==> src/hdl/fids_pkg.sv <==
// package for the firmware id stream scanner
// scan phases, queue entry type, signature constants and byte classifiers
`timescale 1ns / 1ps
package fids_pkg;

	localparam int unsigned FIFO_DEPTH_DEF = 4;
	localparam logic [7:0] CAP_RESET = 8'd63;

	localparam logic [47:0] SIG_A = 48'h707267435843;
	localparam logic [47:0] SIG_B = 48'h707267313230;
	localparam logic [7:0] CH_UNDERSCORE = 8'h5F;
	localparam logic [7:0] CH_LF = 8'h0A;
	localparam logic [7:0] CH_CR = 8'h0D;
	localparam logic [7:0] CH_NUL = 8'h00;

	// value of byte address bit 2 that selects the id_capacity register
	localparam logic REG_ID_CAPACITY = 1'b0;

	typedef enum logic [2:0] {
		PH_SEARCH = 3'd0,
		PH_COPY1  = 3'd1,
		PH_SKIPZ  = 3'd2,
		PH_COPY2  = 3'd3,
		PH_DONE   = 3'd4
	} phase_t;

	// one queued job: up to six characters then an optional status item
	typedef struct packed {
		logic [5:0][7:0] chars;    // chars[5] goes out first
		logic [2:0]      n_chars;
		logic            status;
		logic            found;
		logic [7:0]      length;
	} job_t;

	function automatic logic is_term(input logic [7:0] c);
		return (c == CH_NUL) || (c == CH_LF) || (c == CH_CR);
	endfunction

	function automatic logic is_alnum(input logic [7:0] c);
		return (c >= 8'h30 && c <= 8'h39) || (c >= 8'h41 && c <= 8'h5A) ||
			(c >= 8'h61 && c <= 8'h7A);
	endfunction

endpackage

==> src/hdl/fids_front.sv <==
// front part: window match, phase tracking and job building per input item
// depends on fids_pkg
`timescale 1ns / 1ps
module fids_front import fids_pkg::*; (
	input  logic       clk,
	input  logic       arst_n,
	input  logic       accept,
	input  logic [7:0] data_byte,
	input  logic       last_byte,
	input  logic [7:0] id_capacity,
	output logic       job_push,
	output job_t       job
);

	phase_t      phase_q, phase_d;
	logic [39:0] window_q, window_d;
	logic [2:0]  fill_q, fill_d;
	logic [7:0]  cnt_q, cnt_d;
	logic        seen_q, seen_d;

	logic [47:0] six;
	logic        match;
	logic [7:0]  avail;

	assign six   = {window_q, data_byte};
	assign match = (fill_q >= 3'd5) && ((six == SIG_A) || (six == SIG_B));
	assign avail = (cnt_q >= id_capacity) ? 8'd0 : (id_capacity - cnt_q);

	// next phase
	always_comb begin
		phase_d = phase_q;
		unique case (phase_q)
			PH_SEARCH: begin
				if (match) begin
					phase_d = (avail <= 8'd6) ? PH_DONE : PH_COPY1;
				end
			end
			PH_COPY1: begin
				if (is_term(data_byte)) begin
					phase_d = (data_byte == CH_NUL) ? PH_SKIPZ : PH_DONE;
				end else if (avail <= 8'd1) begin
					phase_d = PH_DONE;
				end
			end
			PH_SKIPZ: begin
				if (data_byte != CH_NUL) begin
					phase_d = (is_alnum(data_byte) && avail >= 8'd3) ? PH_COPY2 : PH_DONE;
				end
			end
			PH_COPY2: begin
				if (is_term(data_byte) || avail <= 8'd1) begin
					phase_d = PH_DONE;
				end
			end
			default: phase_d = phase_q;
		endcase
		if (last_byte) begin
			phase_d = PH_SEARCH;
		end
	end

	// datapath and job
	always_comb begin
		logic [2:0] n;
		logic [5:0][7:0] ch;
		logic [7:0] cnt_new;
		logic seen_new;
		n        = 3'd0;
		ch       = '0;
		window_d = window_q;
		fill_d   = fill_q;
		seen_new = seen_q;
		unique case (phase_q)
			PH_SEARCH: begin
				if (match) begin
					seen_new = 1'b1;
					n        = (avail >= 8'd6) ? 3'd6 : avail[2:0];
					ch       = six;
				end else begin
					window_d = six[39:0];
					if (fill_q < 3'd5) begin
						fill_d = fill_q + 3'd1;
					end
				end
			end
			PH_COPY1, PH_COPY2: begin
				if (!is_term(data_byte) && avail != 8'd0) begin
					n     = 3'd1;
					ch[5] = data_byte;
				end
			end
			PH_SKIPZ: begin
				if (data_byte != CH_NUL && is_alnum(data_byte)) begin
					n     = (avail >= 8'd2) ? 3'd2 : avail[2:0];
					ch[5] = CH_UNDERSCORE;
					ch[4] = data_byte;
				end
			end
			default: n = 3'd0;
		endcase
		cnt_new = cnt_q + {5'd0, n};

		job.chars   = ch;
		job.n_chars = n;
		job.status  = last_byte;
		job.found   = seen_new;
		job.length  = cnt_new;
		job_push    = accept && ((n != 3'd0) || last_byte);

		cnt_d  = cnt_new;
		seen_d = seen_new;
		if (last_byte) begin
			window_d = '0;
			fill_d   = 3'd0;
			cnt_d    = 8'd0;
			seen_d   = 1'b0;
		end
	end

	always_ff @(posedge clk or negedge arst_n) begin
		if (!arst_n) begin
			phase_q  <= PH_SEARCH;
			window_q <= '0;
			fill_q   <= 3'd0;
			cnt_q    <= 8'd0;
			seen_q   <= 1'b0;
		end else if (accept) begin
			phase_q  <= phase_d;
			window_q <= window_d;
			fill_q   <= fill_d;
			cnt_q    <= cnt_d;
			seen_q   <= seen_d;
		end
	end

endmodule

==> src/hdl/fids_fifo.sv <==
// short job queue between the front and back parts, flop based
// depends on fids_pkg
`timescale 1ns / 1ps
module fids_fifo import fids_pkg::*; #(
	parameter int unsigned DEPTH = FIFO_DEPTH_DEF
) (
	input  logic clk,
	input  logic arst_n,
	input  logic wr_en,
	input  job_t wr_job,
	output logic full,
	input  logic rd_en,
	output job_t rd_job,
	output logic empty
);

	localparam int unsigned PTR_W = (DEPTH > 1) ? $clog2(DEPTH) : 1;
	localparam int unsigned CNT_W = $clog2(DEPTH + 1);
	localparam logic [PTR_W-1:0] PTR_LAST = PTR_W'(DEPTH - 1);

	job_t             mem_q [DEPTH];
	logic [PTR_W-1:0] wr_ptr_q, rd_ptr_q;
	logic [CNT_W-1:0] count_q;
	logic             do_wr, do_rd;

	assign full   = (count_q == CNT_W'(DEPTH));
	assign empty  = (count_q == '0);
	assign do_wr  = wr_en && !full;
	assign do_rd  = rd_en && !empty;
	assign rd_job = mem_q[rd_ptr_q];

	always_ff @(posedge clk) begin
		if (do_wr) begin
			mem_q[wr_ptr_q] <= wr_job;
		end
	end

	always_ff @(posedge clk or negedge arst_n) begin
		if (!arst_n) begin
			wr_ptr_q <= '0;
			rd_ptr_q <= '0;
			count_q  <= '0;
		end else begin
			if (do_wr) begin
				wr_ptr_q <= (wr_ptr_q == PTR_LAST) ? '0 : wr_ptr_q + PTR_W'(1);
			end
			if (do_rd) begin
				rd_ptr_q <= (rd_ptr_q == PTR_LAST) ? '0 : rd_ptr_q + PTR_W'(1);
			end
			if (do_wr && !do_rd) begin
				count_q <= count_q + CNT_W'(1);
			end else if (do_rd && !do_wr) begin
				count_q <= count_q - CNT_W'(1);
			end
		end
	end

endmodule

==> src/hdl/fids_back.sv <==
// back part: walks the head job and hands out one result item per pop
// depends on fids_pkg
`timescale 1ns / 1ps
module fids_back import fids_pkg::*; (
	input  logic       clk,
	input  logic       arst_n,
	input  job_t       head,
	input  logic       head_empty,
	output logic       head_pop,
	input  logic       pop,
	output logic       empty,
	output logic [7:0] out_char,
	output logic       is_status,
	output logic       id_found,
	output logic [7:0] id_length,
	output logic       last_result
);

	logic [2:0] idx_q;
	logic [2:0] total;
	logic       is_char;
	logic       final_one;
	logic       take;

	assign empty     = head_empty;
	assign total     = head.n_chars + {2'd0, head.status};
	assign final_one = (idx_q == total - 3'd1);
	assign is_char   = (idx_q < head.n_chars);
	assign take      = pop && !head_empty;
	assign head_pop  = take && final_one;

	always_comb begin
		out_char = 8'd0;
		if (is_char) begin
			case (idx_q)
				3'd0:    out_char = head.chars[5];
				3'd1:    out_char = head.chars[4];
				3'd2:    out_char = head.chars[3];
				3'd3:    out_char = head.chars[2];
				3'd4:    out_char = head.chars[1];
				3'd5:    out_char = head.chars[0];
				default: out_char = 8'd0;
			endcase
		end
	end

	assign is_status   = !is_char;
	assign id_found    = is_char ? 1'b0 : head.found;
	assign id_length   = is_char ? 8'd0 : head.length;
	assign last_result = final_one;

	always_ff @(posedge clk or negedge arst_n) begin
		if (!arst_n) begin
			idx_q <= 3'd0;
		end else if (take) begin
			idx_q <= final_one ? 3'd0 : idx_q + 3'd1;
		end
	end

endmodule

==> src/hdl/firmware_id_stream_scanner.sv <==
// top level of the firmware id stream scanner
// depends on fids_pkg, fids_front, fids_fifo, fids_back
// path: an item's results pass through the job queue registers before the result ports
// throughput: one input item per cycle while the job queue has room; one result per cycle
// out while pop is high and results wait; a matching item yields up to seven results
// reset: arst_n clears scan state, queue and id_capacity (back to 63) at once
`timescale 1ns / 1ps
module firmware_id_stream_scanner import fids_pkg::*; #(
	parameter int unsigned FIFO_DEPTH = FIFO_DEPTH_DEF
) (
	input  logic        clk,
	input  logic        arst_n,
	// configuration port
	input  logic        psel,
	input  logic        penable,
	input  logic        pwrite,
	input  logic [2:0]  paddr,
	input  logic [31:0] pwdata,
	output logic [31:0] prdata,
	output logic        pready,
	// input items
	input  logic [7:0]  data_byte,
	input  logic        last_byte,
	input  logic        push,
	output logic        full,
	// result items
	output logic [7:0]  out_char,
	output logic        is_status,
	output logic        id_found,
	output logic [7:0]  id_length,
	output logic        last_result,
	output logic        empty,
	input  logic        pop
);

	logic [7:0] cap_q;
	logic       in_accept;
	logic       job_push;
	job_t       job_in;
	job_t       job_head;
	logic       q_full;
	logic       q_empty;
	logic       q_pop;

	// register file: one register, id_capacity, at byte addresses 0 to 3 (paddr[2] low)
	assign pready = 1'b1;
	assign prdata = (paddr[2] == REG_ID_CAPACITY) ? {24'd0, cap_q} : 32'd0;

	always_ff @(posedge clk or negedge arst_n) begin
		if (!arst_n) begin
			cap_q <= CAP_RESET;
		end else if (psel && penable && pwrite && pready && paddr[2] == REG_ID_CAPACITY) begin
			cap_q <= pwdata[7:0];
		end
	end

	// an item is taken whenever the queue has room for its job, even if
	// it turns out to produce nothing
	assign full      = q_full;
	assign in_accept = push && !q_full;

	// front: window compare, phase tracking, job building
	fids_front u_front (
		.clk         (clk),
		.arst_n      (arst_n),
		.accept      (in_accept),
		.data_byte   (data_byte),
		.last_byte   (last_byte),
		.id_capacity (cap_q),
		.job_push    (job_push),
		.job         (job_in)
	);

	// decouples the two sides: front keeps taking bytes while the back
	// drains a multi-item job
	fids_fifo #(
		.DEPTH (FIFO_DEPTH)
	) u_fifo (
		.clk    (clk),
		.arst_n (arst_n),
		.wr_en  (job_push),
		.wr_job (job_in),
		.full   (q_full),
		.rd_en  (q_pop),
		.rd_job (job_head),
		.empty  (q_empty)
	);

	// back: one result item per pop from the head job
	fids_back u_back (
		.clk         (clk),
		.arst_n      (arst_n),
		.head        (job_head),
		.head_empty  (q_empty),
		.head_pop    (q_pop),
		.pop         (pop),
		.empty       (empty),
		.out_char    (out_char),
		.is_status   (is_status),
		.id_found    (id_found),
		.id_length   (id_length),
		.last_result (last_result)
	);

endmodule
==> config.mk <==
export PLATFORM = sky130hd
export DESIGN_NAME = firmware_id_stream_scanner
export DESIGN_NICKNAME = d
export VERILOG_FILES = /design/src/hdl/fids_pkg.sv /design/src/hdl/fids_front.sv /design/src/hdl/fids_fifo.sv /design/src/hdl/fids_back.sv /design/src/hdl/firmware_id_stream_scanner.sv
export SDC_FILE = /design/constraint.sdc
export NUM_CORES = 1
export LEC_CHECK = 0
export BUFFER_PORTS_ARGS = -buffer_cell sky130_fd_sc_hd__buf_2
export CORE_AREA = 8 8 170 172
export CTS_CLUSTER_DIAMETER = 30
export DETAILED_ROUTE_END_ITERATION = 8
export DIE_AREA = 0 0 178 180
export PLACE_DENSITY = 0.75
export SLEW_MARGIN = 15
export SYNTH_ARGS = -nofsm -noshare
export SYNTH_HDL_FRONTEND = slang
export SYNTH_SLANG_ARGS = --single-unit
==> constraint.sdc <==
create_clock -name clk -period 4.4 [get_ports clk]
set_clock_uncertainty 0.15 [all_clocks]
set_input_delay 0.66 -clock clk [delete_from_list [all_inputs] [get_ports clk]]
set_output_delay 0.66 -clock clk [all_outputs]
set_load 0.1 [all_outputs]
[Word level (Yosys, flattened, before mapping)]
Memory sizes are Yosys's and may differ from the RTL's.
Index checks and enable logic that the tools add are counted.
Operators by class
  reductions and logical operators: 46
  add/sub/neg operators: 10
  mux-type cells: 46
  bitwise operators: 1
  magnitude comparators: 15
  equal/unequal tests: 21
Operator list (count)
  40-bit two-way mux: 3
  48-bit by 47-bit equality test with 1-bit output, second input constant: 2
  3-bit two-way mux: 20
  48-bit two-way mux: 1
  8-bit two-way mux: 6
  8-bit case mux with 6 select lines: 1
  32-bit two-way mux: 1
  8-bit case mux with 3 select lines: 1
  1-bit logical AND: 18
  8-bit by 4-bit equality test with 1-bit output, second input constant: 2
  8-bit by 2-bit greater-or-equal comparator with 1-bit output, second input constant: 2
  8-bit by 7-bit greater-or-equal comparator with 1-bit output, second input constant: 2
  8-bit by 7-bit <= comparator with 1-bit output, second input constant: 2
  8-bit case mux with 2 select lines: 1
  8-bit nonzero test: 2
  15-bit two-way mux: 1
  3-bit by 2-bit equality test with 1-bit output, second input constant: 4
  3-bit case mux with 4 select lines: 1
  3-bit by 1-bit adder with 3-bit output, second input constant: 3
  3-bit equality test, second input constant: 3
  3-bit zero test: 3
  3-bit by 2-bit inequality test with 1-bit output, second input constant: 3
  3-bit case mux with 3 select lines: 1
  8-bit by 3-bit adder with 8-bit output: 1
  31 further kinds: 55
Storage, ports and cells
  input port bits: 51
  register bits after elaboration: 73
  output and inout bits: 54
  word-level logic and storage cells: 150
  memory bits (writable): 244
  memories: 1
Memory list
  u_fifo.mem_q: depth 4, width 61, rd ports 1, clocked after memory_dff 0, write ports 1, RTL line fids_fifo.sv:21  | job_t mem_q [DEPTH];

[Logic depth before layout (Yosys ltp)]
  depth after elaboration: 15
  gate-level depth with buffers: 19

[By module]
Synthesis repeated with hierarchy kept, for this count alone.
Second synthesis, totals
  cell total of the unflattened synthesis: 920
  area total of the unflattened synthesis: 14520.2 um^2
Modules (own cells, without submodules)
  fids_fifo: area each 9240.1 um^2, sequential area each 7502.2 um^2, times used 1, cells an instance 356
  fids_front: area each 3942.5 um^2, sequential area each 1376.3 um^2, times used 1, cells an instance 415
  fids_back: area each 744.5 um^2, sequential area each 75.1 um^2, times used 1, cells an instance 96
  firmware_id_stream_scanner: area each 593.1 um^2, sequential area each 207.7 um^2, times used 1, cells an instance 53

[Worst setup path after synthesis]
Ideal clock, no wire load.
  kind: flip-flop to output port
  from: register u_fifo.rd_ptr_q[0]
  to: output port out_char[0]
  required time: 3590 ps
  data arrival time: 4919 ps
  buffers on the path: 4
  slack: -1329 ps
  stages on the path, launching flop included: 12
  cells stage by stage: dfrtp_1 -> buf_2 -> buf_2 -> buf_1 -> mux4_2 -> inv_1 -> ha_1 -> a21boi_0 -> o21ai_0 -> nand2b_1 -> clkbuf_1 -> a21oi_1
On the way
  word-level cells in the longest chain between the ends: 3
RTL lines
  start: declaration: RTL line fids_fifo.sv:22  | logic [PTR_W-1:0] wr_ptr_q, rd_ptr_q;
  start signal: assignment: RTL line fids_fifo.sv:48  | rd_ptr_q <= (rd_ptr_q == PTR_LAST) ? '0 : rd_ptr_q + PTR_W'(1);
  memory read 4 x 61 bit (*)
  3-bit less-than comparator or 8-bit case mux with 6 select lines (tied branches): RTL line fids_back.sv:28, fids_back.sv:35
  8-bit two-way mux (*): RTL line fids_back.sv:34  | if (is_char) begin
  end: declaration: RTL line firmware_id_stream_scanner.sv:27  | output logic [7:0] out_char,
Mark *: on every way between the ends. The rest lies on a longest branch, timed or not.

==> run summary <==
Site Rows - 60
Hold Vio Cnt, Final - 0
First-pass GRT wire length - 46.80 mm
Core area - 26350 um^2
Largest cells by area after synthesis - edfxtp_1 (52%), dfrtp_1 (12%), mux4_2 (9.8%)
Crit Path Class - flip-flop to flip-flop
CTS buffer count - 59
Storage element area - 9166 um^2
Height of the die - 180 um
DRC - 0
Final min period - 4235 ps
First drt pass iteration count - 5
Root Driver - clkbuf_16
Critical path capture point type - flip-flop
F_max - 236.1 MHz
Post-synth ARST share - 23.03%
Placer congestion estimate - 0.8004
VDD IR max - 985.7 uV
Gate Count Post-Synth - 894
Top-area cell type share of the netlist area - 52.39%
Setup TNS Final - 0 ps
Overflow left after global routing - 0
CTS tree - built
Status - finished, final reports clean
DR iter-0 viols - 635
CP max-delay cell - dfstp_2
Routed Antenna Nets - 0
Cell Area, Synth - 13990 um^2
Critical path fanouts, max - 8
Leak - 6.711 nW
Clk Latency, worst-skew pair - 560 ps
Leading area contributor after synthesis - edfxtp_1
Longest Clk Path Bufs - 3
Switching pwr - 4.794 mW
Min Hold Slack - 114.8 ps
Worst EP arrival - 4550 ps
Number of global-route vias before repair - 8597
Avg Cell Area, Syn - 15.64 um^2
Final WL - 29.50 mm
GRT Util Overall - 18.60%
CP top delay family - adder cells
Final nets - 1121
Pint - 7.900 mW
Comb pwr share - 36.6%
Ports - 105
Setup-failing EPs final - 0
Fraction of layout cells with a size suffix above 1 - 27.73%
Share of power burned in registers - 30.2%
Number of max-cap violations - 0
Via count - 8058
Clock-pin slew on the worst setup and hold paths - 50 ps
CTS Hold Bufs - 0
Fillers - 1812
Multi-input logic area - 4743 um^2
Clock power frac - 33.2%
Slew headroom - 36.19%
Post-DP HPWL - 17.79 mm
Pwr dens - 741.2 nW/um^2
Hold Crit Class - primary input to async pin
Yosys Warn Count - 0
Crit-path max cell delay - 520 ps
Final core occ - 65.00%
Post-synthesis sequential area ratio - 65.50%
Die area - 32040 um^2
Number of I/O port buffers - 53
Placed inst area - 15150 um^2
Worst EP required - 4720 ps
Switching Share - 37.77%
Initial core utilization - 53.08%
Startpoint class of the critical path - flip-flop
Total clock sinks - 317
Max Slew Vio Count - 0
Inserted Diodes - 0
Final period utilization - 96.25%
Initial antenna violation count - 0
CP Cell Sequence - inv_1, ha_1, fa_1, nand2b_1, a211oi_2, a211oi_2, or2_4, o31ai_1, a2111o_1, nand2_1, ha_1, fa_1, a21o_1, nand2_1, nor3_2, xnor2_2, nand2_1, o21ai_0
CTS HTree Levels - 2
Largest net degree at the start of global routing - 74
Die width - 178 um
Number of synthesized register bits - 317
CP bufs+invs - 1
Top cell by count, worst path - nand2_1
Drt via density - 5.635
Prevailing post-synth register cell - edfxtp_1
EDFF count, synth - 244
Design area - 17130 um^2
Slew @ Worst Pin - 957.1 ps
Distinct cells, synth - 74
Wire per inst - 20.63 um
Area Overhead vs Synth - 22.45%
RSZ-0062 raised after global routing - yes
==> placed cells by master (no fill, tap or decap), drive strengths merged, types with 27 or more instances in the layout <==
cell    Yosys  routed
a21oi      27      27
a22o       41      41
and2       34      34
buf        42      80
clkbuf     29      69
conb        2      77
dfrtp      67      67
edfxtp    244     244
ha         28      28
inv        32      44
mux4       61      61
nand2      69      69
nor2       28      28
==> per-stage QoR <==
stage / power, mW / cells / setup slack [ps]
floorplan: 7.273 / 969 / 6.413
global placement: 8.439 / 1317 / 128.6
detailed placement: 8.516 / 1317 / 26.21
CTS: 12.79 / 1428 / 18.90
global route: 13.19 / 1430 / -75.47
finish: 12.69 / 1430 / 165.1
==> kinds of logic (layout without fill, tap and decap cells) <==
| family | count (synthesis) | count (layout) | synth area share [%] |
|---|---|---|---|
| AOI/OAI and AO/OA | 145 | 145 | 7.908 |
| other | 2 | 77 | 0.05370 |
| and+or+nand+nor | 201 | 201 | 7.828 |
| xor gates and xnor gates | 18 | 18 | 1.127 |
| DFF | 317 | 317 | 65.50 |
| adders and majority gates | 31 | 31 | 2.934 |
| buffers and inverters | 104 | 224 | 3.578 |
| muxes | 76 | 76 | 11.07 |
==> what timing repair did <==
action	4_1_cts	5_1_grt
pin swaps	0	4
buffers inserted	0	2
resized for setup	1	9
setup endpoints to repair	5	25
==> routing by layer <==
| layer | up-vias | share of wire [%] | track usage, % |
|---|---|---|---|
| li1 | 3670 | - | - |
| met1 | 4106 | 42 | 24.11 |
| met4 | 0 | 1.6 | 5.203 |
| met5 | - | 0 | 0 |
| met3 | 43 | 5.5 | 3.751 |
| met2 | 239 | 51 | 31.29 |
==> worst paths after layout <==
path | from | endpoint | slack (ps) | cells past startpoint
worst max-delay path | cap_q[0]$_DFFE_PN1P_ | u_front.cnt_q[6]$_DFFE_PN0P_ | 170 | 18
worst min-delay path | arst_n | u_fifo.count_q[0]$_DFFE_PN0P_ | 110 | 1
worst max register to register | cap_q[0]$_DFFE_PN1P_ | u_front.cnt_q[6]$_DFFE_PN0P_ | 170 | 18
worst min register to register | u_fifo.count_q[2]$_DFFE_PN0P_ | u_fifo.count_q[2]$_DFFE_PN0P_ | 340 | 1
max in group asynchronous | arst_n | u_fifo.rd_ptr_q[0]$_DFFE_PN0P_ | 3290 | 1
min in group clk | pwdata[7] | cap_q[7]$_DFFE_PN0P_ | 190 | 2
==> cells in the mapped netlist, types with 3 or more instances <==
master,number
inv_1,32
dfstp_2,6
nor2b_1,9
buf_1,5
o22ai_1,3
nand4_1,4
a22o_1,41
a21oi_1,26
a21o_1,8
dfrtp_1,67
nor2_1,28
buf_2,12
o31ai_1,5
nand2b_1,11
nand3_1,6
o21ai_0,19
a21boi_0,3
nor3_1,12
xnor2_1,11
ha_1,28
fa_1,3
and2_1,33
buf_4,25
a222oi_1,7
mux4_2,61
mux2_2,11
nor4bb_1,3
nand4b_1,4
edfxtp_1,244
a31oi_1,3
xor2_1,7
nand2_1,69
a22oi_1,3
a221o_1,5
clkbuf_1,29
==> power by group through the flow <==
stage / Clock (mW) / Sequential (mW) / Combinational (mW)
finish: 4.21 / 3.83 / 4.65
global route: 4.42 / 3.87 / 4.90
CTS: 4.27 / 3.83 / 4.69
detailed placement: 0 / 3.88 / 4.64
global placement: 0 / 3.85 / 4.58
floorplan: 0 / 3.77 / 3.50
==> worst register-to-register path: cells and delay by family (launching register included) <==
kind                     cells  cell delay [ps]
AND/OR/NAND/NOR              6              840
XOR/XNOR                     1              260
flip-flops                   1              520
adder cells (fa/ha/maj)      4             1270
buffers and inverters        1               50
AO/OA/AOI/OAI                6             1070
==> flip-flops by register name, indices dropped and copies added (netlist names), 3 cells and up <==
name              count
u_fifo.mem_q        244
u_front.window_q     40
cap_q                 8
u_front.cnt_q         8
u_back.idx_q          3
u_fifo.count_q        3
u_front.fill_q        3
u_front.phase_q       3
==> cell type report <==
type	instances	area share (%)
Multi-Input combinational cell	548	27.70
Clock inverter	42	2.097
Timing Repair Buffer	80	4.383
Tap cell	341	2.491
Clock buffer	69	9.081
Sequential cell	317	53.52
Inverter	33	0.7306
No activity file was read; power rests on OpenSTA's default activity.
